## src/rtl/core/cohp_pkg.sv

```systemverilog
// ---------------------------------------------------------------------------
// cohp_pkg
// Shared types and constants of the option header parser.
// ---------------------------------------------------------------------------
package cohp_pkg;

	localparam int unsigned BYTE_W = 8;
	localparam int unsigned KIND_W = 2;
	localparam int unsigned NUM_W  = 16;
	localparam int unsigned LEN_W  = 17;

	// Result kinds.
	localparam logic [KIND_W-1:0] KIND_HEADER = 2'd0;
	localparam logic [KIND_W-1:0] KIND_VALUE  = 2'd1;
	localparam logic [KIND_W-1:0] KIND_ERROR  = 2'd2;

	// Nibble codes of a header byte.
	localparam logic [3:0] NIB_EXT1    = 4'd13;
	localparam logic [3:0] NIB_EXT2    = 4'd14;
	localparam logic [3:0] NIB_INVALID = 4'd15;

	// Offsets added to extension bytes.
	localparam logic [LEN_W-1:0] EXT1_BASE = 17'd13;
	localparam logic [LEN_W-1:0] EXT2_BASE = 17'd269;

	typedef struct packed {
		logic [BYTE_W-1:0] byte_in;
		logic              start_of_options;
	} cohp_item_t;

	typedef struct packed {
		logic [KIND_W-1:0] kind;
		logic [NUM_W-1:0]  option_number;
		logic [LEN_W-1:0]  value_length;
		logic [BYTE_W-1:0] value_byte;
		logic              last;
	} cohp_result_t;

endpackage

```

## src/rtl/core/cohp_if.sv

```systemverilog
// ---------------------------------------------------------------------------
// cohp_if
// Valid/ready channels for option bytes in and parse results out.
// ---------------------------------------------------------------------------
interface cohp_byte_if;
	logic       valid;
	logic       ready;
	logic [7:0] byte_in;
	logic       start_of_options;

	modport source (output valid, output byte_in, output start_of_options, input ready);
	modport sink   (input valid, input byte_in, input start_of_options, output ready);
endinterface

interface cohp_result_if;
	logic        valid;
	logic        ready;
	logic [1:0]  kind;
	logic [15:0] option_number;
	logic [16:0] value_length;
	logic [7:0]  value_byte;
	logic        last;

	modport source (output valid, output kind, output option_number, output value_length,
		output value_byte, output last, input ready);
	modport sink   (input valid, input kind, input option_number, input value_length,
		input value_byte, input last, output ready);
endinterface

```

## src/rtl/core/cohp_in_stage.sv

```systemverilog
// ---------------------------------------------------------------------------
// cohp_in_stage
// Input register that holds one accepted byte until the parser consumes it.
// ---------------------------------------------------------------------------
module cohp_in_stage (
	input  logic               clk,
	input  logic               arst_n,
	input  logic               in_valid,
	output logic               in_ready,
	input  cohp_pkg::cohp_item_t in_item,
	input  logic               advance,
	output logic               valid_s1,
	output cohp_pkg::cohp_item_t item_s1
);
	import cohp_pkg::*;

	assign in_ready = !valid_s1 || advance;

	always_ff @(posedge clk or negedge arst_n) begin
		if (!arst_n) begin
			valid_s1 <= 1'b0;
		end else if (in_valid && in_ready) begin
			valid_s1 <= 1'b1;
		end else if (advance) begin
			valid_s1 <= 1'b0;
		end
	end

	always_ff @(posedge clk) begin
		if (in_valid && in_ready) begin
			item_s1 <= in_item;
		end
	end
endmodule

```

## src/rtl/core/cohp_core.sv

```systemverilog
// ---------------------------------------------------------------------------
// cohp_core
// Parser state and the per-byte decode of delta, length and value bytes.
// ---------------------------------------------------------------------------
module cohp_core (
	input  logic                 clk,
	input  logic                 arst_n,
	input  logic                 advance,
	input  cohp_pkg::cohp_item_t item_s1,
	output logic                 has_result,
	output cohp_pkg::cohp_result_t result
);
	import cohp_pkg::*;

	localparam logic [2:0] PH_HDR  = 3'd0;
	localparam logic [2:0] PH_D1   = 3'd1;
	localparam logic [2:0] PH_D2   = 3'd2;
	localparam logic [2:0] PH_L1   = 3'd3;
	localparam logic [2:0] PH_L2   = 3'd4;
	localparam logic [2:0] PH_VAL  = 3'd5;
	localparam logic [2:0] PH_HALT = 3'd6;

	typedef struct packed {
		logic [2:0]        phase;
		logic [NUM_W-1:0]  running_number;
		logic [3:0]        delta_code;
		logic [3:0]        length_code;
		logic [BYTE_W-1:0] extension_high;
		logic [LEN_W-1:0]  pending_delta;
		logic [LEN_W-1:0]  remaining_bytes;
	} cohp_state_t;

	cohp_state_t state_q;
	cohp_state_t state_nxt;

	always_comb begin
		logic [2:0]        ph;
		logic [NUM_W-1:0]  run;
		logic [BYTE_W-1:0] b;
		logic              do_after;
		logic              do_finish;
		logic              do_fail;
		logic [LEN_W:0]    sum;

		state_nxt  = state_q;
		result     = '0;
		has_result = 1'b0;
		do_after   = 1'b0;
		do_finish  = 1'b0;
		do_fail    = 1'b0;
		b          = item_s1.byte_in;
		ph         = state_q.phase;
		run        = state_q.running_number;

		// A start flag abandons any option in progress.
		if (item_s1.start_of_options) begin
			ph  = PH_HDR;
			run = '0;
		end
		state_nxt.phase          = ph;
		state_nxt.running_number = run;

		case (ph)
			PH_HALT: begin
			end
			PH_D1: begin
				if (state_q.delta_code == NIB_EXT1) begin
					state_nxt.pending_delta = EXT1_BASE + {9'd0, b};
					do_after = 1'b1;
				end else begin
					state_nxt.extension_high = b;
					state_nxt.phase = PH_D2;
				end
			end
			PH_D2: begin
				state_nxt.pending_delta = EXT2_BASE + {1'b0, state_q.extension_high, b};
				do_after = 1'b1;
			end
			PH_L1: begin
				if (state_q.length_code == NIB_EXT1) begin
					state_nxt.remaining_bytes = EXT1_BASE + {9'd0, b};
					do_finish = 1'b1;
				end else begin
					state_nxt.extension_high = b;
					state_nxt.phase = PH_L2;
				end
			end
			PH_L2: begin
				state_nxt.remaining_bytes = EXT2_BASE + {1'b0, state_q.extension_high, b};
				do_finish = 1'b1;
			end
			PH_VAL: begin
				has_result           = 1'b1;
				result.kind          = KIND_VALUE;
				result.option_number = run;
				result.value_length  = state_q.pending_delta;
				result.value_byte    = b;
				result.last          = (state_q.remaining_bytes <= 17'd1);
				if (result.last) begin
					state_nxt.remaining_bytes = '0;
					state_nxt.phase = PH_HDR;
				end else begin
					state_nxt.remaining_bytes = state_q.remaining_bytes - 17'd1;
				end
			end
			default: begin
				state_nxt.delta_code  = b[7:4];
				state_nxt.length_code = b[3:0];
				if (b[7:4] == NIB_INVALID || b[3:0] == NIB_INVALID) begin
					do_fail = 1'b1;
				end else if (b[7:4] < NIB_EXT1) begin
					state_nxt.pending_delta = {13'd0, b[7:4]};
					do_after = 1'b1;
				end else begin
					state_nxt.phase = PH_D1;
				end
			end
		endcase

		// Delta is known: either fetch length extensions or close the header.
		if (do_after) begin
			if (state_nxt.length_code inside {NIB_EXT1, NIB_EXT2}) begin
				state_nxt.phase = PH_L1;
			end else begin
				state_nxt.remaining_bytes = {13'd0, state_nxt.length_code};
				do_finish = 1'b1;
			end
		end

		sum = {2'b00, run} + {1'b0, state_nxt.pending_delta};
		if (do_finish) begin
			if (sum[LEN_W:NUM_W] != '0) begin
				do_fail = 1'b1;
			end else begin
				state_nxt.running_number = sum[NUM_W-1:0];
				state_nxt.pending_delta  = state_nxt.remaining_bytes;
				has_result           = 1'b1;
				result.kind          = KIND_HEADER;
				result.option_number = sum[NUM_W-1:0];
				result.value_length  = state_nxt.remaining_bytes;
				result.last          = (state_nxt.remaining_bytes == '0);
				state_nxt.phase      = result.last ? PH_HDR : PH_VAL;
			end
		end

		if (do_fail) begin
			state_nxt.running_number = run;
			state_nxt.phase          = PH_HALT;
			has_result               = 1'b1;
			result                   = '0;
			result.kind              = KIND_ERROR;
			result.option_number     = run;
			result.last              = 1'b1;
		end
	end

	always_ff @(posedge clk or negedge arst_n) begin
		if (!arst_n) begin
			state_q <= '{phase: PH_HDR, default: '0};
		end else if (advance) begin
			state_q <= state_nxt;
		end
	end
endmodule

```

## src/rtl/core/cohp_out_stage.sv

```systemverilog
// ---------------------------------------------------------------------------
// cohp_out_stage
// Result register that holds one result until the sink takes it.
// ---------------------------------------------------------------------------
module cohp_out_stage (
	input  logic                   clk,
	input  logic                   arst_n,
	input  logic                   advance,
	input  logic                   has_result,
	input  cohp_pkg::cohp_result_t result,
	output logic                   free,
	output logic                   out_valid,
	input  logic                   out_ready,
	output cohp_pkg::cohp_result_t result_q
);
	import cohp_pkg::*;

	assign free = !out_valid || out_ready;

	always_ff @(posedge clk or negedge arst_n) begin
		if (!arst_n) begin
			out_valid <= 1'b0;
		end else if (advance) begin
			out_valid <= has_result;
		end else if (out_ready) begin
			out_valid <= 1'b0;
		end
	end

	always_ff @(posedge clk) begin
		if (advance && has_result) begin
			result_q <= result;
		end
	end
endmodule

```

## src/rtl/core/coap_option_header_parser_top.sv

```systemverilog
// ---------------------------------------------------------------------------
// coap_option_header_parser_top
// Byte-serial decoder for the delta/length option headers of a CoAP message.
// ---------------------------------------------------------------------------
// The block takes one byte of a message's options area per transfer and
// accepts a new byte in every cycle while results are taken; the input
// register holds the byte, the result register its result, around the decode
// logic. Raise start_of_options with the first byte of every message: it
// clears the running option number and treats that byte as a header. A
// completed header gives a kind 0 result with the option number and value
// length, each value byte gives a kind 1 result, and last marks the final
// result of an option. Extension bytes give no result. A nibble of fifteen
// (the payload marker included) or an option number beyond 65535 gives a
// kind 2 result, after which bytes are dropped until the next start flag.
module coap_option_header_parser_top (
	input  logic                 clk,
	input  logic                 arst_n,
	cohp_byte_if.sink            byte_ch,
	cohp_result_if.source        result_ch
);
	import cohp_pkg::*;

	cohp_item_t   in_item;
	cohp_item_t   item_s1;
	logic         valid_s1;
	logic         advance;
	logic         out_free;
	logic         has_result;
	cohp_result_t result;
	cohp_result_t result_q;

	assign in_item.byte_in          = byte_ch.byte_in;
	assign in_item.start_of_options = byte_ch.start_of_options;

	// The held byte is decoded whenever the result register can take what it
	// produces; a byte that gives no result still waits for that slot.
	assign advance = valid_s1 && out_free;

	cohp_in_stage u_in (
		.clk      (clk),
		.arst_n   (arst_n),
		.in_valid (byte_ch.valid),
		.in_ready (byte_ch.ready),
		.in_item  (in_item),
		.advance  (advance),
		.valid_s1 (valid_s1),
		.item_s1  (item_s1)
	);

	cohp_core u_core (
		.clk        (clk),
		.arst_n     (arst_n),
		.advance    (advance),
		.item_s1    (item_s1),
		.has_result (has_result),
		.result     (result)
	);

	cohp_out_stage u_out (
		.clk        (clk),
		.arst_n     (arst_n),
		.advance    (advance),
		.has_result (has_result),
		.result     (result),
		.free       (out_free),
		.out_valid  (result_ch.valid),
		.out_ready  (result_ch.ready),
		.result_q   (result_q)
	);

	assign result_ch.kind          = result_q.kind;
	assign result_ch.option_number = result_q.option_number;
	assign result_ch.value_length  = result_q.value_length;
	assign result_ch.value_byte    = result_q.value_byte;
	assign result_ch.last          = result_q.last;
endmodule
```

## src/flat_wrapper.sv

```systemverilog
// flat-port wrapper written by rule: the top's interface ports become plain ports
module coap_option_header_parser_top_flat import cohp_pkg::*;
  (clk, arst_n, byte_ch_valid, byte_ch_byte_in, byte_ch_start_of_options, byte_ch_ready, result_ch_valid, result_ch_kind, result_ch_option_number, result_ch_value_length, result_ch_value_byte, result_ch_last, result_ch_ready);
  cohp_byte_if byte_ch_i ();
  cohp_result_if result_ch_i ();
  input  logic clk;
  input  logic arst_n;
  input wire logic [$bits(byte_ch_i.valid)-1:0] byte_ch_valid;
  input wire logic [$bits(byte_ch_i.byte_in)-1:0] byte_ch_byte_in;
  input wire logic [$bits(byte_ch_i.start_of_options)-1:0] byte_ch_start_of_options;
  output wire logic [$bits(byte_ch_i.ready)-1:0] byte_ch_ready;
  output wire logic [$bits(result_ch_i.valid)-1:0] result_ch_valid;
  output wire logic [$bits(result_ch_i.kind)-1:0] result_ch_kind;
  output wire logic [$bits(result_ch_i.option_number)-1:0] result_ch_option_number;
  output wire logic [$bits(result_ch_i.value_length)-1:0] result_ch_value_length;
  output wire logic [$bits(result_ch_i.value_byte)-1:0] result_ch_value_byte;
  output wire logic [$bits(result_ch_i.last)-1:0] result_ch_last;
  input wire logic [$bits(result_ch_i.ready)-1:0] result_ch_ready;
  assign byte_ch_i.valid = byte_ch_valid;
  assign byte_ch_i.byte_in = byte_ch_byte_in;
  assign byte_ch_i.start_of_options = byte_ch_start_of_options;
  assign byte_ch_ready = byte_ch_i.ready;
  assign result_ch_valid = result_ch_i.valid;
  assign result_ch_kind = result_ch_i.kind;
  assign result_ch_option_number = result_ch_i.option_number;
  assign result_ch_value_length = result_ch_i.value_length;
  assign result_ch_value_byte = result_ch_i.value_byte;
  assign result_ch_last = result_ch_i.last;
  assign result_ch_i.ready = result_ch_ready;
  coap_option_header_parser_top u_core (.clk(clk), .arst_n(arst_n), .byte_ch(byte_ch_i), .result_ch(result_ch_i));
endmodule
```

## config.mk

```make
export PLATFORM = sky130hd
export DESIGN_NAME = coap_option_header_parser_top_flat
export DESIGN_NICKNAME = d
export VERILOG_FILES = /design/src/rtl/core/cohp_pkg.sv /design/src/rtl/core/cohp_if.sv /design/src/rtl/core/cohp_in_stage.sv /design/src/rtl/core/cohp_core.sv /design/src/rtl/core/cohp_out_stage.sv /design/src/rtl/core/coap_option_header_parser_top.sv /design/src/flat_wrapper.sv
export SDC_FILE = /design/constraint.sdc
export NUM_CORES = 1
export LEC_CHECK = 0
export BUFFER_PORTS_ARGS = -buffer_cell sky130_fd_sc_hd__buf_2
export CORE_UTILIZATION = 60
export CTS_BUF_LIST = sky130_fd_sc_hd__clkbuf_8
export CTS_CLUSTER_DIAMETER = 150
export CTS_CLUSTER_SIZE = 30
export DETAILED_ROUTE_END_ITERATION = 6
export PLACE_DENSITY_LB_ADDON = 0.12
export SETUP_SLACK_MARGIN = 0.2
export SYNTH_ARGS = -nofsm -noshare
export SYNTH_HDL_FRONTEND = slang
export SYNTH_SLANG_ARGS = --single-unit
```

## constraint.sdc

```tcl
create_clock -name clk -period 6.22 [get_ports clk]
set_input_delay 0.311 -clock clk [delete_from_list [all_inputs] [get_ports clk]]
set_output_delay 0.311 -clock clk [all_outputs]
set_load 0.01 [all_outputs]
```

==> results of run 1 <==
-- synthesized netlist by cell type, types with 9 or more instances --
library cell,instances,share of area [%]
nand2_1,101,4.9
dfrtp_1,71,23
o21ai_0,59,3.8
edfxtp_1,53,21
nor2_1,49,2.4
a21oi_1,36,2.3
a22o_1,31,3.5
mux2_2,26,3.8
inv_1,20,0.97
buf_2,19,1.2
clkbuf_1,19,0.92
ha_1,19,3.1
nand3_1,15,0.97
nor2b_1,15,1.2
xnor2_1,15,1.7
and2_1,14,1.1
nor3_1,14,0.91
o2bb2ai_1,14,1.6
xor2_1,13,1.5
o31ai_1,12,1.2
a31oi_1,9,0.73
nand2b_1,9,0.73
-- worst max-delay path: cells and delay by family (launching register included) --
kind,cells,cell delay (ns)
compound gates,7,1.65
fa+ha+maj,3,0.96
buf+inv,1,0.07
flops,1,0.65
mux,1,0.41
simple gates,5,1.63
-- layout make-up --
class,count,area share (%)
timing repair buffer,67,4.233
clock buffer,17,2.768
tap,172,2.546
multi-input combinational,593,47.79
clock inverter,15,1.880
sequential,124,39.85
inverter,21,0.9325
-- path summary, 6_finish.rpt --
| path | startpoint | depth (start not counted) | endpoint |
|---|---|---|---|
| worst min register to register | u_core.u_core.state_q[57]$_DFFE_PN0P_ | 1 | u_core.u_core.state_q[57]$_DFFE_PN0P_ |
| worst max-delay path | u_core.u_in.item_s1[1]$_DFFE_PP_ | 17 | u_core.u_core.state_q[25]$_DFFE_PN0P_ |
| worst max register to register | u_core.u_in.item_s1[1]$_DFFE_PP_ | 17 | u_core.u_core.state_q[25]$_DFFE_PN0P_ |
| max in group asynchronous | arst_n | 2 | u_core.u_core.state_q[43]$_DFFE_PN0P_ |
| worst min-delay path | byte_ch_start_of_options | 1 | u_core.u_in.item_s1[0]$_DFFE_PP_ |
| min in group asynchronous | arst_n | 2 | u_core.u_core.state_q[59]$_DFFE_PN0P_ |
-- through the flow --
stage                     setup slack, ns  total power [mW]
after floorplan                     1.437             3.019
after global placement              1.122             3.648
after detailed placement           0.8987             3.695
after CTS                          0.8788             4.422
after global routing               0.4161             4.725
final                              0.7724             4.477
-- flip-flops by register name (all words and copies together), names as in the netlist --
name                    count
u_core.u_out.result_q      44
u_core.u_in.item_s1         9
u_core.u_out.out_valid      1
u_core.u_in.valid_s1        1
u_core.u_core.state_q      69
-- cells in the final DEF (no fill, tap or decap), types with 4 or more instances in the layout --
| cell type | instances |
|---|---|
| nor3_1 | 14 |
| o22ai_1 | 4 |
| a22o_1 | 31 |
| xor2_1 | 13 |
| o211ai_1 | 6 |
| inv_1 | 24 |
| nor2b_1 | 15 |
| o31ai_1 | 12 |
| clkbuf_8 | 17 |
| nor2_1 | 48 |
| and3_1 | 5 |
| buf_2 | 58 |
| or3_1 | 4 |
| nand2b_1 | 9 |
| edfxtp_1 | 53 |
| and2_1 | 14 |
| o2bb2ai_1 | 14 |
| buf_4 | 9 |
| ha_1 | 19 |
| a21o_1 | 4 |
| dfrtp_1 | 71 |
| a21oi_1 | 36 |
| nand4_1 | 6 |
| a222oi_1 | 4 |
| mux2_2 | 26 |
| o21ai_1 | 4 |
| o21ai_0 | 59 |
| o41ai_1 | 4 |
| nand2_1 | 101 |
| a31oi_1 | 9 |
| o32ai_1 | 4 |
| and3b_1 | 4 |
| xnor2_1 | 15 |
| nand3_1 | 15 |
-- kinds of logic (layout without fill, tap and decap cells) --
kind of cell / after synthesis / count (layout) / share of synthesized area (%)
AOI/OAI and AO/OA: 249 / 249 / 23.57
buffers and inverters: 68 / 120 / 4.133
and+or+nand+nor: 266 / 266 / 17.62
muxes: 30 / 30 / 4.538
adders and majority gates: 20 / 20 / 3.339
xor gates and xnor gates: 28 / 28 / 3.177
DFF: 124 / 124 / 43.63
-- power by group --
part / internal, mW / switching (mW)
logic: 0.775 / 1.46
clock network: 0.388 / 0.334
registers: 1.22 / 0.306
-- per-layer routing --
metal | track usage, % | routed length (um) | part of all wire [%] | vias to the layer above
met2 | 53.41 | 10160 | 46 | 382
li1 | - | - | - | 3038
met1 | 48.07 | 9381 | 42 | 3278
met3 | 8.682 | 1974 | 8.9 | 50
met5 | 0 | 0 | 0 | -
met4 | 11.17 | 659 | 3.0 | 0
==> run_summary.xml, run 1 <==
<?xml version="1.0" encoding="UTF-8"?>
<metrics>
  <group name="status">
    <metric name="outcome" unit="">complete, no violations</metric>
  </group>
  <group name="synth">
    <metric name="syn-cell-area" unit="um^2">7720</metric>
    <metric name="async_reset_ff_share" unit="%">57.26</metric>
    <metric name="yosysUniqueCellTypes" unit="">97</metric>
    <metric name="yosys_warnings" unit="">0</metric>
    <metric name="synth_edf_count" unit="">53</metric>
    <metric name="synth-seq-area-share" unit="%">43.63</metric>
    <metric name="top_reg_cell_synth" unit="">dfrtp_1</metric>
    <metric name="syn-num-nets" unit="">818</metric>
    <metric name="ys_ff_latch" unit="">124</metric>
    <metric name="syn_area_per_cell" unit="um^2">9.834</metric>
    <metric name="post_synth_inst_count" unit="">785</metric>
  </group>
  <group name="sta">
    <metric name="hold_viol" unit="">0</metric>
    <metric name="final.setup.tns" unit="ns">0</metric>
    <metric name="timing.final.crit_period" unit="ns">5.448</metric>
    <metric name="finalClockSkew" unit="ns">0.01500</metric>
    <metric name="worst_pin_slew" unit="ns">1.005</metric>
    <metric name="highest_achievable_clock_rate" unit="MHz">183.6</metric>
    <metric name="slew_headroom" unit="%">32.52</metric>
    <metric name="portion_of_the_clock_cycle_consumed_by_the_worst_path_in_the_final_layout" unit="%">87.58</metric>
    <metric name="setup_viol" unit="">0</metric>
    <metric name="timing.final.max_slew_violations" unit="">0</metric>
    <metric name="hold_slack" unit="ns">0.03631</metric>
    <metric name="rsz0062_at_grt" unit="">false</metric>
  </group>
  <group name="pwr">
    <metric name="cellLeakagePower" unit="nW">3.481</metric>
    <metric name="power_per_cell_area" unit="nW/um^2">529.7</metric>
    <metric name="peakVddDrop" unit="mV">0.3570</metric>
  </group>
  <group name="drt">
    <metric name="antenna_left" unit="">0</metric>
    <metric name="drt_via_density" unit="">6.688</metric>
    <metric name="drt_pre_antenna_iters" unit="">7</metric>
    <metric name="detail_route.wl_per_cell" unit="um">21.98</metric>
    <metric name="totalWireLength" unit="um">22170</metric>
    <metric name="drc" unit="">0</metric>
    <metric name="drt_first_iter_violations" unit="">694</metric>
    <metric name="vias" unit="">6748</metric>
  </group>
  <group name="place">
    <metric name="placed_cell_areas" unit="um^2">8060</metric>
    <metric name="port_buffers" unit="">58</metric>
    <metric name="placedCellCount" unit="">977</metric>
    <metric name="post-dp-hpwl" unit="um">15920</metric>
    <metric name="gp_routability_congestion" unit="">0.9665</metric>
  </group>
  <group name="clock_network">
    <metric name="post_cts.resized_instances" unit="">0</metric>
    <metric name="sink_count" unit="">124</metric>
    <metric name="ctsLongestPathBuffers" unit="">2</metric>
    <metric name="clk_transition_reported_paths" unit="ns">0.07</metric>
    <metric name="tritoncts" unit="">done</metric>
    <metric name="count_of_h_tree_levels_built_during_cts" unit="">4</metric>
    <metric name="clk-insertion-delay-late" unit="ns">0.45</metric>
    <metric name="cts.repair_timing.setup_buffer_count" unit="">0</metric>
    <metric name="cts_inserted_buffers" unit="">17</metric>
    <metric name="cts_hold_repair.buffers" unit="">0</metric>
    <metric name="cts_root_buf" unit="">clkbuf_8</metric>
  </group>
  <group name="setup_path">
    <metric name="worst-setup-path-type" unit="">reg2reg</metric>
    <metric name="critPathMaxStageDelay" unit="ns">0.65</metric>
    <metric name="arrival" unit="ns">5.81</metric>
    <metric name="worstSetupEndpointType" unit="">flop</metric>
    <metric name="required_time_of_the_worst_setup_path" unit="ns">6.59</metric>
    <metric name="cp_cell_sequence" unit="">ha_1 -&gt; nand3_1 -&gt; and2_1 -&gt; o22ai_2 -&gt; a221o_1 -&gt; ha_1 -&gt; inv_1 -&gt; fa_1 -&gt; nand2b_1 -&gt; a21oi_1 -&gt; o31a_1 -&gt; a41oi_2 -&gt; a21oi_1 -&gt; mux2i_4 -&gt; nand3_1 -&gt; or2_1 -&gt; a31oi_1</metric>
    <metric name="path_max_fanout" unit="">20</metric>
    <metric name="startpoint_kind_of_the_worst_setup_timing_path" unit="">flop</metric>
    <metric name="worst_path_max_delay_cell" unit="">edfxtp_1</metric>
    <metric name="timing.reg2reg.setup_slack" unit="ns">0.77</metric>
  </group>
  <group name="layout">
    <metric name="syn2layout_area_growth" unit="%">9.498</metric>
    <metric name="final_nets" unit="">857</metric>
    <metric name="final_std_cells_w_o_fill" unit="">1009</metric>
    <metric name="area_taken_by_multi_input_logic_gates" unit="um^2">4040</metric>
    <metric name="final.fill_count" unit="">1017</metric>
    <metric name="finish.utilization" unit="%">67.26</metric>
    <metric name="antenna-diode-count" unit="">0</metric>
    <metric name="drive_gt1_share" unit="%">18.88</metric>
    <metric name="sequential_cell_area" unit="um^2">3368</metric>
    <metric name="finish.instance_area" unit="um^2">8453</metric>
  </group>
  <group name="run">
    <metric name="timing.max_cap.violations" unit="">0</metric>
  </group>
  <group name="floorplan">
    <metric name="row_count" unit="">41</metric>
    <metric name="initial_core_util" unit="%">61.42</metric>
    <metric name="die_w" unit="um">115.4</metric>
    <metric name="core_area" unit="um^2">12570</metric>
    <metric name="ioPinCount" unit="">59</metric>
    <metric name="dieHeight" unit="um">115.4</metric>
    <metric name="die_area" unit="um^2">13320</metric>
  </group>
  <group name="global_routing">
    <metric name="groute.usage.overall" unit="%">34.66</metric>
    <metric name="first_pass_grt_wire_length" unit="um">34420</metric>
    <metric name="grt-ovfl-total" unit="">0</metric>
    <metric name="first_global_vias" unit="">6148</metric>
    <metric name="antenna_found_initial" unit="">0</metric>
    <metric name="grt_max_degree" unit="">72</metric>
  </group>
  <group name="min_path">
    <metric name="min_path_type" unit="">in2reg</metric>
  </group>
</metrics>
Power figures use the tool's default switching activity.
==> run 2, diff against run 1 <==
--- a/config.mk
+++ b/config.mk
@@ -5,6 +5,7 @@
 export SDC_FILE = /design/constraint.sdc
 export NUM_CORES = 1
 export LEC_CHECK = 0
+export ABC_AREA = 1
 export BUFFER_PORTS_ARGS = -buffer_cell sky130_fd_sc_hd__buf_2
 export CORE_UTILIZATION = 60
 export CTS_BUF_LIST = sky130_fd_sc_hd__clkbuf_8
==> run_summary.xml, run 2 <==
<?xml version="1.0" encoding="UTF-8"?>
<metrics>
  <group name="global_routing">
    <metric name="first_global_vias" unit="">6856</metric>
    <metric name="antenna_found_initial" unit="">0</metric>
    <metric name="grt-ovfl-total" unit="">0</metric>
    <metric name="grt_max_degree" unit="">72</metric>
    <metric name="first_pass_grt_wire_length" unit="um">35230</metric>
    <metric name="groute.usage.overall" unit="%">35.03</metric>
  </group>
  <group name="setup_path">
    <metric name="reg2reg_to" unit="">u_core.u_out.result_q[36]$_DFFE_PP_</metric>
    <metric name="timing.reg2reg.setup_slack" unit="ns">0.90</metric>
    <metric name="critical_path.most_common_cell" unit="">nand2_1</metric>
    <metric name="path_max_fanout" unit="">17</metric>
    <metric name="worstRegToRegCells" unit="">27</metric>
    <metric name="worstSetupEndpointType" unit="">flop</metric>
    <metric name="startpoint_kind_of_the_worst_setup_timing_path" unit="">flop</metric>
    <metric name="crit_path_start" unit="">u_core.u_in.item_s1[0]$_DFFE_PP_</metric>
    <metric name="critical_path.endpoint" unit="">u_core.u_out.result_q[36]$_DFFE_PP_</metric>
    <metric name="required_time_of_the_worst_setup_path" unit="ns">6.43</metric>
    <metric name="r2r_start" unit="">u_core.u_in.item_s1[0]$_DFFE_PP_</metric>
    <metric name="arrival" unit="ns">5.53</metric>
    <metric name="worst_path_max_delay_cell" unit="">edfxtp_1</metric>
    <metric name="critPathMaxStageDelay" unit="ns">0.53</metric>
    <metric name="worst-setup-path-type" unit="">reg2reg</metric>
  </group>
  <group name="drt">
    <metric name="drt_pre_antenna_iters" unit="">7</metric>
    <metric name="drt_via_density" unit="">5.926</metric>
    <metric name="detail_route.wl_per_cell" unit="um">17.38</metric>
    <metric name="drt_first_iter_violations" unit="">870</metric>
    <metric name="drc" unit="">4</metric>
    <metric name="vias" unit="">7603</metric>
    <metric name="totalWireLength" unit="um">22300</metric>
    <metric name="antenna_left" unit="">0</metric>
  </group>
  <group name="floorplan">
    <metric name="core_area" unit="um^2">12720</metric>
    <metric name="die_area" unit="um^2">13570</metric>
    <metric name="die_w" unit="um">116.5</metric>
    <metric name="dieHeight" unit="um">116.5</metric>
    <metric name="ioPinCount" unit="">59</metric>
    <metric name="row_count" unit="">41</metric>
    <metric name="initial_core_util" unit="%">61.83</metric>
  </group>
  <group name="sta">
    <metric name="final.setup.tns" unit="ns">0</metric>
    <metric name="timing.final.max_slew_violations" unit="">0</metric>
    <metric name="setup_viol" unit="">0</metric>
    <metric name="fin_ws" unit="ns">0.9037</metric>
    <metric name="worst_pin_slew" unit="ns">1.135</metric>
    <metric name="hold_viol" unit="">0</metric>
    <metric name="finalClockSkew" unit="ns">0.01709</metric>
    <metric name="rsz0062_at_grt" unit="">false</metric>
    <metric name="timing.final.crit_period" unit="ns">5.316</metric>
    <metric name="portion_of_the_clock_cycle_consumed_by_the_worst_path_in_the_final_layout" unit="%">85.47</metric>
    <metric name="highest_achievable_clock_rate" unit="MHz">188.1</metric>
    <metric name="slew_headroom" unit="%">24.25</metric>
  </group>
  <group name="layout">
    <metric name="layout.cells.most_common" unit="">nand2_1</metric>
    <metric name="final_std_cells_w_o_fill" unit="">1283</metric>
    <metric name="final.fill_count" unit="">1161</metric>
    <metric name="antenna-diode-count" unit="">0</metric>
    <metric name="layout_common_cells" unit="">291 x nand2_1, 114 x inv_1, 96 x nor2_1, 92 x nand3_1, 77 x o21ai_0</metric>
    <metric name="syn2layout_area_growth" unit="%">9.893</metric>
    <metric name="drive_gt1_share" unit="%">11.70</metric>
    <metric name="largest_registers" unit="">u_core.u_core.state_q: 69 flops, u_core.u_out.result_q: 44 flops, u_core.u_in.item_s1: 9 flops</metric>
    <metric name="finish.instance_area" unit="um^2">8645</metric>
    <metric name="finish.utilization" unit="%">67.95</metric>
    <metric name="flip_flop_count_of_the_largest_register_after_layout" unit="">69</metric>
    <metric name="largest-register" unit="">u_core.u_core.state_q</metric>
    <metric name="final_nets" unit="">1131</metric>
  </group>
  <group name="run">
    <metric name="timing.max_cap.violations" unit="">0</metric>
  </group>
  <group name="synth">
    <metric name="netlist.top_cell.by_area" unit="">dfrtp_1</metric>
    <metric name="synth_edf_count" unit="">53</metric>
    <metric name="post-synth-top-area-fraction" unit="%">22.59</metric>
    <metric name="async_reset_ff_share" unit="%">57.26</metric>
    <metric name="synth-seq-area-share" unit="%">42.82</metric>
    <metric name="yosys_warnings" unit="">0</metric>
    <metric name="yosys.cell_count.top_type" unit="">nand2_1</metric>
    <metric name="syn-num-nets" unit="">1079</metric>
    <metric name="post_synth_inst_count" unit="">1046</metric>
    <metric name="synth_common_cells" unit="">291 x nand2_1, 115 x inv_1, 96 x nor2_1, 92 x nand3_1, 77 x o21ai_0</metric>
    <metric name="top_reg_cell_synth" unit="">dfrtp_1</metric>
    <metric name="yosys-top-cells-area" unit="">dfrtp_1 23%, edfxtp_1 20%, nand2_1 14%</metric>
    <metric name="syn-cell-area" unit="um^2">7866</metric>
    <metric name="yosysUniqueCellTypes" unit="">43</metric>
    <metric name="ys_ff_latch" unit="">124</metric>
    <metric name="syn_area_per_cell" unit="um^2">7.520</metric>
  </group>
  <group name="min_path">
    <metric name="min-delay-start" unit="">byte_ch_byte_in[4]</metric>
    <metric name="min_path_type" unit="">in2reg</metric>
  </group>
  <group name="clock_network">
    <metric name="cts_inserted_buffers" unit="">17</metric>
    <metric name="tritoncts" unit="">done</metric>
    <metric name="cts.repair_timing.setup_buffer_count" unit="">0</metric>
    <metric name="clk-insertion-delay-late" unit="ns">0.47</metric>
    <metric name="cts_root_buf" unit="">clkbuf_8</metric>
    <metric name="cts_hold_repair.buffers" unit="">0</metric>
    <metric name="count_of_h_tree_levels_built_during_cts" unit="">4</metric>
    <metric name="clk_transition_reported_paths" unit="ns">0.08</metric>
    <metric name="post_cts.resized_instances" unit="">0</metric>
    <metric name="ctsLongestPathBuffers" unit="">2</metric>
    <metric name="sink_count" unit="">124</metric>
  </group>
  <group name="place">
    <metric name="placedCellCount" unit="">1251</metric>
    <metric name="placed_cell_areas" unit="um^2">8284</metric>
    <metric name="gp_routability_congestion" unit="">0.9727</metric>
    <metric name="port_buffers" unit="">58</metric>
    <metric name="detailedPlace.worstSlack" unit="ns">1.048</metric>
    <metric name="post-dp-hpwl" unit="um">16240</metric>
  </group>
  <group name="pwr">
    <metric name="cellLeakagePower" unit="nW">4.225</metric>
    <metric name="power_per_cell_area" unit="nW/um^2">604.3</metric>
    <metric name="peakVddDrop" unit="mV">0.5303</metric>
  </group>
  <group name="status">
    <metric name="failed_checks" unit="">DRC</metric>
    <metric name="outcome" unit="">finished, violations left</metric>
  </group>
</metrics>
[run 2: cell count changes in the layout (fill, tap and decap cells not counted), moves of 26 or more]
| cell | change |
|---|---|
| inv_1 | +90 |
| nand3_1 | +77 |
| nand2_1 | +190 |
| mux2_2 | -26 |
| nor2_1 | +48 |
| a22o_1 | -31 |
[run 2: through the flow]
stage,hold WS (ns),power [mW]
6_report,0.02168,5.224
5_1_grt,0.001746,5.630
4_1_cts,0.01280,5.160
3_5_place_dp,0.4746,4.496
3_3_place_gp,0.4631,4.462
2_1_floorplan,0.01541,3.695
[run 2: kinds of logic (layout without fill, tap and decap cells)]
kind of cell	Yosys count	after routing	synth area share [%]
flops	124	124	42.82
buf+inv	153	218	7.762
fa+ha+maj	20	20	3.277
compound gates	198	198	13.87
xor+xnor	23	23	2.561
simple gates	528	528	29.71
[run 2: per-layer routing]
layer	global-route usage [%]	up-vias	wire, um
met4	16.92	0	798
met5	0	-	0
met3	7.109	71	1959
li1	-	3616	-
met1	47.77	3510	9670
met2	53.45	406	9868
[run 2: layout make-up]
type / count / area (um^2) / share of cell area (%)
Timing Repair Buffer: 65 / 342.8 / 3.966
Multi-Input combinational cell: 769 / 3904 / 45.16
Clock inverter: 15 / 126.4 / 1.462
Clock buffer: 17 / 234.0 / 2.707
Inverter: 121 / 454.2 / 5.254
Sequential cell: 124 / 3368 / 38.96
Tap cell: 172 / 215.2 / 2.490
[run 2: how the worst min path moves through the flow]
stage | to | slack (ns) | cells past startpoint
2_1_floorplan | u_core.u_core.state_q[0]$_DFFE_PN0P_ | 0.02 | 0
3_3_place_gp | u_core.u_core.state_q[46]$_DFFE_PN0P_ | 0.46 | 2
3_5_place_dp | u_core.u_core.state_q[46]$_DFFE_PN0P_ | 0.47 | 2
4_1_cts | u_core.u_in.item_s1[5]$_DFFE_PP_ | 0.01 | 1
5_1_grt | u_core.u_in.item_s1[5]$_DFFE_PP_ | 0.002 | 1
6_report | u_core.u_in.item_s1[5]$_DFFE_PP_ | 0.02 | 1
[run 2: where the power goes]
| part | leakage (nW) | switching, mW | internal (mW) | total, mW |
|---|---|---|---|---|
| combinational | 2.64 | 2.08 | 0.934 | 3.01 |
| clock | 0.181 | 0.342 | 0.313 | 0.655 |
| sequential | 1.40 | 0.251 | 1.31 | 1.56 |
| total | 4.23 | 2.67 | 2.55 | 5.22 |
[run 2: critical path: cells and delay by family, from the launching register on]
kind	cells	cell delay, ns
buffers and inverters	5	0.86
AO/OA/AOI/OAI	7	1.32
flip-flops	1	0.53
AND/OR/NAND/NOR	13	1.73
adder cells (fa/ha/maj)	2	0.62
==> run 3, diff against run 2 <==
--- a/config.mk
+++ b/config.mk
@@ -7,6 +7,7 @@
 export LEC_CHECK = 0
 export ABC_AREA = 1
 export BUFFER_PORTS_ARGS = -buffer_cell sky130_fd_sc_hd__buf_2
+export CORE_ASPECT_RATIO = 1.1
 export CORE_UTILIZATION = 60
 export CTS_BUF_LIST = sky130_fd_sc_hd__clkbuf_8
 export CTS_CLUSTER_DIAMETER = 150
==> run_summary.xml, run 3 (synthesized netlist as in run 2, its figures left out) <==
<?xml version="1.0" encoding="UTF-8"?>
<metrics>
  <group name="status">
    <metric name="outcome" unit="">finished, violations left</metric>
    <metric name="failed_checks" unit="">DRC, hold timing</metric>
  </group>
  <group name="global_routing">
    <metric name="groute.usage.overall" unit="%">34.92</metric>
    <metric name="first_pass_grt_wire_length" unit="um">36000</metric>
    <metric name="grt-ovfl-total" unit="">0</metric>
    <metric name="first_global_vias" unit="">7019</metric>
    <metric name="antenna_found_initial" unit="">0</metric>
    <metric name="grt_max_degree" unit="">72</metric>
  </group>
  <group name="run">
    <metric name="timing.max_cap.violations" unit="">0</metric>
  </group>
  <group name="sta">
    <metric name="timing.final.max_slew_violations" unit="">0</metric>
    <metric name="highest_achievable_clock_rate" unit="MHz">190.1</metric>
    <metric name="hold_slack" unit="ns">-0.02086</metric>
    <metric name="timing.final.crit_period" unit="ns">5.260</metric>
    <metric name="final.setup.tns" unit="ns">0</metric>
    <metric name="rsz0062_at_grt" unit="">false</metric>
    <metric name="slew_headroom" unit="%">21.28</metric>
    <metric name="portion_of_the_clock_cycle_consumed_by_the_worst_path_in_the_final_layout" unit="%">84.56</metric>
    <metric name="worst_pin_slew" unit="ns">1.179</metric>
    <metric name="hold_viol" unit="">14</metric>
    <metric name="fin_ws" unit="ns">0.9604</metric>
    <metric name="setup_viol" unit="">0</metric>
    <metric name="finalClockSkew" unit="ns">0.01299</metric>
  </group>
  <group name="drt">
    <metric name="drt_via_density" unit="">5.942</metric>
    <metric name="drc" unit="">8</metric>
    <metric name="drt_first_iter_violations" unit="">863</metric>
    <metric name="detail_route.wl_per_cell" unit="um">17.63</metric>
    <metric name="antenna_left" unit="">0</metric>
    <metric name="vias" unit="">7564</metric>
    <metric name="drt_pre_antenna_iters" unit="">7</metric>
    <metric name="totalWireLength" unit="um">22440</metric>
  </group>
  <group name="setup_path">
    <metric name="startpoint_kind_of_the_worst_setup_timing_path" unit="">flop</metric>
    <metric name="arrival" unit="ns">5.59</metric>
    <metric name="reg2reg_to" unit="">u_core.u_out.result_q[27]$_DFFE_PP_</metric>
    <metric name="path_max_fanout" unit="">17</metric>
    <metric name="critPathMaxStageDelay" unit="ns">0.63</metric>
    <metric name="critical_path.most_common_cell" unit="">nand2_1</metric>
    <metric name="timing.reg2reg.setup_slack" unit="ns">0.96</metric>
    <metric name="worst-setup-path-type" unit="">reg2reg</metric>
    <metric name="required_time_of_the_worst_setup_path" unit="ns">6.55</metric>
    <metric name="worst_path_max_delay_cell" unit="">nor2_2</metric>
    <metric name="worstSetupEndpointType" unit="">flop</metric>
    <metric name="crit_path_start" unit="">u_core.u_in.item_s1[0]$_DFFE_PP_</metric>
    <metric name="worstRegToRegCells" unit="">25</metric>
    <metric name="r2r_start" unit="">u_core.u_in.item_s1[0]$_DFFE_PP_</metric>
  </group>
  <group name="layout">
    <metric name="largest-register" unit="">u_core.u_core.state_q</metric>
    <metric name="final_nets" unit="">1136</metric>
    <metric name="largest_registers" unit="">u_core.u_core.state_q: 69 flops, u_core.u_out.result_q: 44 flops, u_core.u_in.item_s1: 9 flops</metric>
    <metric name="syn2layout_area_growth" unit="%">10.70</metric>
    <metric name="flip_flop_count_of_the_largest_register_after_layout" unit="">69</metric>
    <metric name="antenna-diode-count" unit="">0</metric>
    <metric name="layout.cells.most_common" unit="">nand2_1</metric>
    <metric name="layout_common_cells" unit="">291 x nand2_1, 114 x inv_1, 96 x nor2_1, 92 x nand3_1, 77 x o21ai_0</metric>
    <metric name="drive_gt1_share" unit="%">11.38</metric>
  </group>
  <group name="pwr">
    <metric name="p_int" unit="mW">2.570</metric>
    <metric name="power_per_cell_area" unit="nW/um^2">603.2</metric>
    <metric name="clock_power_share" unit="%">13.4</metric>
    <metric name="seq_power_share" unit="%">29.7</metric>
    <metric name="report.power.total" unit="mW">5.253</metric>
    <metric name="peakVddDrop" unit="mV">0.4828</metric>
    <metric name="net_switching_power" unit="mW">2.683</metric>
    <metric name="comb_power_share" unit="%">56.9</metric>
    <metric name="power.share.switching" unit="%">51.07</metric>
    <metric name="cellLeakagePower" unit="nW">4.251</metric>
  </group>
  <group name="place">
    <metric name="post-dp-hpwl" unit="um">15970</metric>
    <metric name="port_buffers" unit="">58</metric>
    <metric name="gp_routability_congestion" unit="">0.9708</metric>
    <metric name="detailedPlace.worstSlack" unit="ns">1.092</metric>
  </group>
  <group name="clock_network">
    <metric name="cts_root_buf" unit="">clkbuf_8</metric>
    <metric name="sink_count" unit="">124</metric>
    <metric name="ctsLongestPathBuffers" unit="">2</metric>
    <metric name="clk-insertion-delay-late" unit="ns">0.48</metric>
    <metric name="count_of_h_tree_levels_built_during_cts" unit="">4</metric>
    <metric name="clk_transition_reported_paths" unit="ns">0.08</metric>
    <metric name="post_cts.resized_instances" unit="">0</metric>
    <metric name="cts_hold_repair.buffers" unit="">5</metric>
    <metric name="tritoncts" unit="">done</metric>
    <metric name="cts_inserted_buffers" unit="">17</metric>
    <metric name="cts.repair_timing.setup_buffer_count" unit="">0</metric>
  </group>
  <group name="floorplan">
    <metric name="die_area" unit="um^2">13570</metric>
    <metric name="ioPinCount" unit="">59</metric>
    <metric name="row_count" unit="">43</metric>
    <metric name="core_area" unit="um^2">12700</metric>
    <metric name="die_w" unit="um">111.2</metric>
    <metric name="initial_core_util" unit="%">61.95</metric>
    <metric name="dieHeight" unit="um">122.1</metric>
  </group>
  <group name="min_path">
    <metric name="min_path_type" unit="">in2async</metric>
  </group>
</metrics>
run 3: changes by cell type in the layout (fill, tap and decap cells not counted):
cell and change:
inv_8 +1, clkinv_2 -4, clkinv_4 -1, inv_6 +3, buf_4 -2, clkbuf_8 +1
dlygate4sd3_1 +8, buf_2 -1
run 3: area by class of cell:
type                            count  area [um^2]
Timing Repair Buffer               70        402.9
Tap cell                          157        196.4
Inverter                          121        454.2
Multi-Input combinational cell    769         3904
Fill cell                        1130         3989
Sequential cell                   124         3368
Clock inverter                     14        135.1
Clock buffer                       18        247.7
run 3: metrics by stage:
stage | hold WS, ns | instance area (um^2) | cells | util, %
2_1_floorplan | 0.01541 | 7866 | 1046 | -
3_3_place_gp | 0.4612 | 8245 | 1233 | 64.94
3_5_place_dp | 0.4708 | 8245 | 1233 | 64.94
4_1_cts | 0.001855 | 8678 | 1270 | 68.35
5_1_grt | 0.02194 | 8708 | 1273 | 68.58
6_report | -0.02086 | 8708 | 1273 | 68.58
run 3: power by group through the flow:
stage          Clock (mW)  Sequential [mW]  Combinational, mW
2_1_floorplan           0             1.57               2.12
3_3_place_gp            0             1.56               2.88
3_5_place_dp            0             1.56               2.91
4_1_cts             0.710             1.55               2.93
5_1_grt             0.747             1.59               3.33
6_report            0.704             1.56               2.99
run 3: layer usage:
layer / global-route usage [%] / wire length [um] / vias up / share of wire (%)
met5: 0 / 0 / - / 0
met4: 17.91 / 922 / 0 / 4.1
met3: 7.313 / 1809 / 77 / 8.1
met2: 54.18 / 10130 / 368 / 45
met1: 46.58 / 9573 / 3500 / 43
li1: - / - / 3619 / -
run 3: worst max-delay path, delay by kind of cell (launching register included):
family                   cells  cell delay, ns
AND/OR/NAND/NOR             12            2.02
AO/OA/AOI/OAI                7            1.29
flip-flops                   1            0.52
adder cells (fa/ha/maj)      2            0.62
buffers and inverters        4            0.64
run 3: worst max-delay path by stage:
stage               slack (ns)  depth (start not counted)                             endpoint
floorplan                 2.11                         27  u_core.u_out.result_q[34]$_DFFE_PP_
global placement          1.31                         25  u_core.u_out.result_q[26]$_DFFE_PP_
detailed placement        1.09                         25  u_core.u_out.result_q[29]$_DFFE_PP_
CTS                       1.03                         25  u_core.u_out.result_q[27]$_DFFE_PP_
global route              0.37                         25  u_core.u_out.result_q[29]$_DFFE_PP_
finish                    0.96                         25  u_core.u_out.result_q[27]$_DFFE_PP_
